[config.mk]
export PLATFORM = sky130hd
export DESIGN_NAME = cfrc_ctrl
export DESIGN_NICKNAME = d
export VERILOG_FILES = /design/src/sv/cfrc_pkg.sv /design/src/sv/cfrc_ctrl.sv
export SDC_FILE = /design/constraint.sdc
export NUM_CORES = 1
export LEC_CHECK = 0
export ABC_AREA = 1
export BUFFER_PORTS_ARGS = -buffer_cell sky130_fd_sc_hd__buf_2
export CAP_MARGIN = 0
export CORE_AREA = 2 2 39 41
export DETAILED_ROUTE_END_ITERATION = 10
export DIE_AREA = 0 0 41 43
export PLACE_DENSITY_LB_ADDON = 0.05
export SLEW_MARGIN = 20
export SYNTH_ARGS = -nofsm -noshare
export SYNTH_HDL_FRONTEND = slang
export SYNTH_SLANG_ARGS = --single-unit
[constraint.sdc]
create_clock -name i_clk -period 1.2 [get_ports i_clk]
set_input_delay 0.06 -clock i_clk [delete_from_list [all_inputs] [get_ports i_clk]]
set_output_delay 0.06 -clock i_clk [all_outputs]
set_load 0.005 [all_outputs]
[src/sv/cfrc_pkg.sv]
// Shared types, sizes and codes for the copy-on-write frame reference-count table.
package cfrc_pkg;

    // BUCKETS must be a power of two so that the bucket hash is a bit mask.
    localparam int BUCKETS    = 64;
    localparam int WAYS       = 4;
    localparam int TABLE_SIZE = BUCKETS * WAYS;
    localparam int TBL_AW     = (TABLE_SIZE > 1) ? $clog2(TABLE_SIZE) : 1;
    localparam int WAY_W      = (WAYS > 1) ? $clog2(WAYS) : 1;
    localparam int FRAME_W    = 20;
    localparam int COUNT_W    = 16;
    localparam int LIVE_W     = 9;
    localparam int STATUS_W   = 2;

    localparam logic [COUNT_W-1:0] COUNT_MAX = '1;

    typedef enum logic {
        CMD_ADD     = 1'b0,
        CMD_RELEASE = 1'b1
    } t_cmd;

    typedef enum logic [STATUS_W-1:0] {
        ST_OK        = 2'd0,
        ST_NOT_FOUND = 2'd1,
        ST_FULL      = 2'd2,
        ST_SATURATED = 2'd3
    } t_status;

    typedef struct packed {
        logic [FRAME_W-1:0] frame;
        logic [COUNT_W-1:0] count;
    } t_entry;

    // Commands from the controller to the datapath.
    typedef struct packed {
        logic load;     // capture the new item and clear the scan flags
        logic issue;    // read the next way of the bucket
        logic execute;  // apply the update and present the result
    } t_dp_cmd;

    // Status from the datapath to the controller.
    typedef struct packed {
        logic last_issue;  // the way being read is the last of the bucket
    } t_dp_sts;

    typedef enum logic [3:0] {
        S_IDLE = 4'b0001,
        S_SCAN = 4'b0010,
        S_LAST = 4'b0100,
        S_EXEC = 4'b1000
    } t_state;

endpackage

[src/sv/cfrc_ctrl.sv]
// Controller state machine that sequences the bucket scan and the update.
module cfrc_ctrl
    import cfrc_pkg::*;
(
    input  logic    i_clk,
    input  logic    i_rst_n,
    input  logic    start,
    output logic    busy,
    input  t_dp_sts i_sts,
    output t_dp_cmd o_cmd
);

    t_state r_state;
    t_state n_state;

    always_comb begin
        n_state = r_state;
        o_cmd   = '0;
        unique case (r_state)
            S_IDLE: begin
                if (start) begin
                    o_cmd.load = 1'b1;
                    n_state    = S_SCAN;
                end
            end
            S_SCAN: begin
                o_cmd.issue = 1'b1;
                if (i_sts.last_issue) begin
                    n_state = S_LAST;
                end
            end
            S_LAST: begin
                // The read data of the last way is compared in this cycle.
                n_state = S_EXEC;
            end
            S_EXEC: begin
                o_cmd.execute = 1'b1;
                n_state       = S_IDLE;
            end
            default: begin
                n_state = S_IDLE;
            end
        endcase
    end

    always_ff @(posedge i_clk) begin
        if (!i_rst_n) begin
            r_state <= S_IDLE;
        end else begin
            r_state <= n_state;
        end
    end

    assign busy = (r_state != S_IDLE);

endmodule

==> flow_metrics.env <==
export IMPL_place_inst=55
export IMPL_yosysWarnings=0
export IMPL_num_rows=14
export IMPL_synth_top_cell_by_area="dfxtp_1"
export IMPL_power_static_leakage_nw=0.162
export IMPL_grt_pass1_wl_um=765
export IMPL_hpwlAfterDp_um=409
export IMPL_status="complete, no violations"
export IMPL_wl_um=472
export IMPL_crit_type="flip-flop to primary output"
export IMPL_core_area_um2=1380
export IMPL_tightest_slew_ns=0.225
export IMPL_largest_reg_flops=4
export IMPL_ys_types=13
export IMPL_grt_start_max_net_pins=6
export IMPL_syn_to_final_growth_pct=33.7
export IMPL_max_freq_mhz=900
export IMPL_worstHoldStart="i_sts"
export IMPL_drv_slew=0
export IMPL_first_pass_iters=2
export IMPL_wire_per_inst_um=8.14
export IMPL_cp_data_required_time_ns=1.14
export IMPL_final_setup_tns_ns=0
export IMPL_startpoint_type="flip-flop"
export IMPL_finalNetCount=48
export IMPL_synth_area_leaders="dfxtp_1 (35%), nand3_2 (13%), inv_1 (13%)"
export IMPL_worstReg2RegStart="r_state[0]"
export IMPL_final_hold_viol_count=0
export IMPL_holdBufCountCts=0
export IMPL_antennaDiodeCount=0
export IMPL_grtUsageTotal=0.0672
export IMPL_pin_count=8
export IMPL_viasPerCell=3.76
export IMPL_grt_pass1_vias=213
export IMPL_hp_class="input pin to flip-flop"
export IMPL_start_util=0.166
export IMPL_synth_nets=36
export IMPL_ys_seq_area_frac=0.348
export IMPL_syn_area_per_cell_um2=7.19
export IMPL_io_buffers=7
export IMPL_post_synth_top_area_fraction=0.348
export IMPL_numCtsBuffers=3
export IMPL_power_density_nw_per_um2=1230
export IMPL_ctsResizeCount=0
export IMPL_cts_sinks=4
export IMPL_clk_path_buf_depth=2
export IMPL_die_x_um=41
export IMPL_rsz0062_at_grt="no"
export IMPL_setup_viol=0
export IMPL_irDropWorstVdd_v=0.000661
export IMPL_cts_root_buf="clkbuf_4"
export IMPL_syn_inst=32
export IMPL_period_share=0.926
export IMPL_h_tree_depth=1
export IMPL_die_area_um2=1760
export IMPL_crit_fanout=3
export IMPL_fin_cells=58
export IMPL_overflow=0
export IMPL_die_y_um=43
export IMPL_clock_latency_ns=0.23
export IMPL_cts_setup_buffers=0
export IMPL_antenna_left=0
export IMPL_path_clk_slew_ns=0.04
export IMPL_drc=0
export IMPL_syn_area_um2=230
export IMPL_synth_seq_cells=4
export IMPL_period_minus_slack_ns=1.11
export IMPL_cp_arrival_ns=1.05
export IMPL_drv_cap=0
export IMPL_top_regs="r_state x4"
export IMPL_max_slew_margin_rel=0.848
export IMPL_crit_start="r_state[0]"
export IMPL_cts_tree="built"
export IMPL_vias=218
export IMPL_final_setup_skew_ns=0.00138
export IMPL_utilization=0.222
export IMPL_globalplace_congestion=0.629
export IMPL_drive_gt1_frac=0.452
export IMPL_drt_iter0_markers=3
export IMPL_largest_register="r_state"
export IMPL_r2r_setup_slack_ns=0.29
export IMPL_antenna_found_initial=0
export IMPL_end_kind="primary output"
## area by class of cell
class / count / area (um2)
Timing Repair Buffer: 7 / 35.0
Tap cell: 16 / 20.0
Sequential cell: 4 / 80.1
Multi-Input combinational cell: 19 / 116
Clock buffer: 3 / 22.5
Fill cell: 158 / 1080
Inverter: 9 / 33.8
## logic make-up (layout without fill, tap and decap cells)
kind of cell | Yosys count | in the layout | share of synthesized area
AO/OA/AOI/OAI | 1 | 1 | 0.0217
buffers and inverters | 9 | 19 | 0.147
AND/OR/NAND/NOR | 18 | 18 | 0.484
flip-flops | 4 | 4 | 0.348
## worst paths after layout
path                                    to  cells after the start
worst min-delay path            r_state[2]                      3
worst max-delay path              o_cmd[2]                      5
worst max register to register  r_state[0]                      5
worst min register to register  r_state[3]                      2
## where the power goes
part           total (W)  switching [W]  internal, W
Sequential      0.000150     0.00000827     0.000141
Clock           0.000162      0.0000500     0.000112
Combinational  0.0000665      0.0000383    0.0000282
## synth_stat cells
master and count:
nand2_2 1, dfxtp_1 4, nor2_1 2, nand4_1 1, nand3_2 3, nor4_1 1
nand2_1 4, nand3_1 2, inv_1 8, inv_2 1, nor2_4 1, a21oi_1 1
nor2_2 3
## through the flow
stage / hold WS (ns) / total power (W) / instance area, um2 / setup slack [ns]
after floorplan: 0.187 / 0.000195 / 230 / 0.344
after global placement: 0.326 / 0.000221 / 285 / 0.261
after detailed placement: 0.324 / 0.000220 / 285 / 0.285
after CTS: 0.0743 / 0.000393 / 308 / 0.0615
after global routing: 0.0792 / 0.000411 / 308 / 0.00430
final: 0.0821 / 0.000378 / 308 / 0.0891
## metal layers
layer	vias up	global-route usage	wire length, um
li1	118	-	-
met1	96	0.0737	230
met2	4	0.0906	218
met3	0	0.0785	23
met4	0	0	0
met5	-	0	0
## critical path: stages, from the launching register on
cell and delay [ns]:
dfxtp_1 0.35, inv_2 0.07, nor2_2 0.15, nand3_2 0.09, inv_1 0.06, buf_2 0.10
## placed cells by master, fill, tap and decap left out
cell type / n
nand4_1: 1
clkbuf_4: 3
inv_1: 8
nor2_2: 3
nand3_1: 2
nand3_2: 3
nor4_1: 1
a21oi_1: 1
nand2_2: 1
inv_2: 1
nand2_1: 4
nor2_4: 1
nor2_1: 2
buf_2: 7
dfxtp_1: 4
No activity file was read; power rests on OpenSTA's default activity.
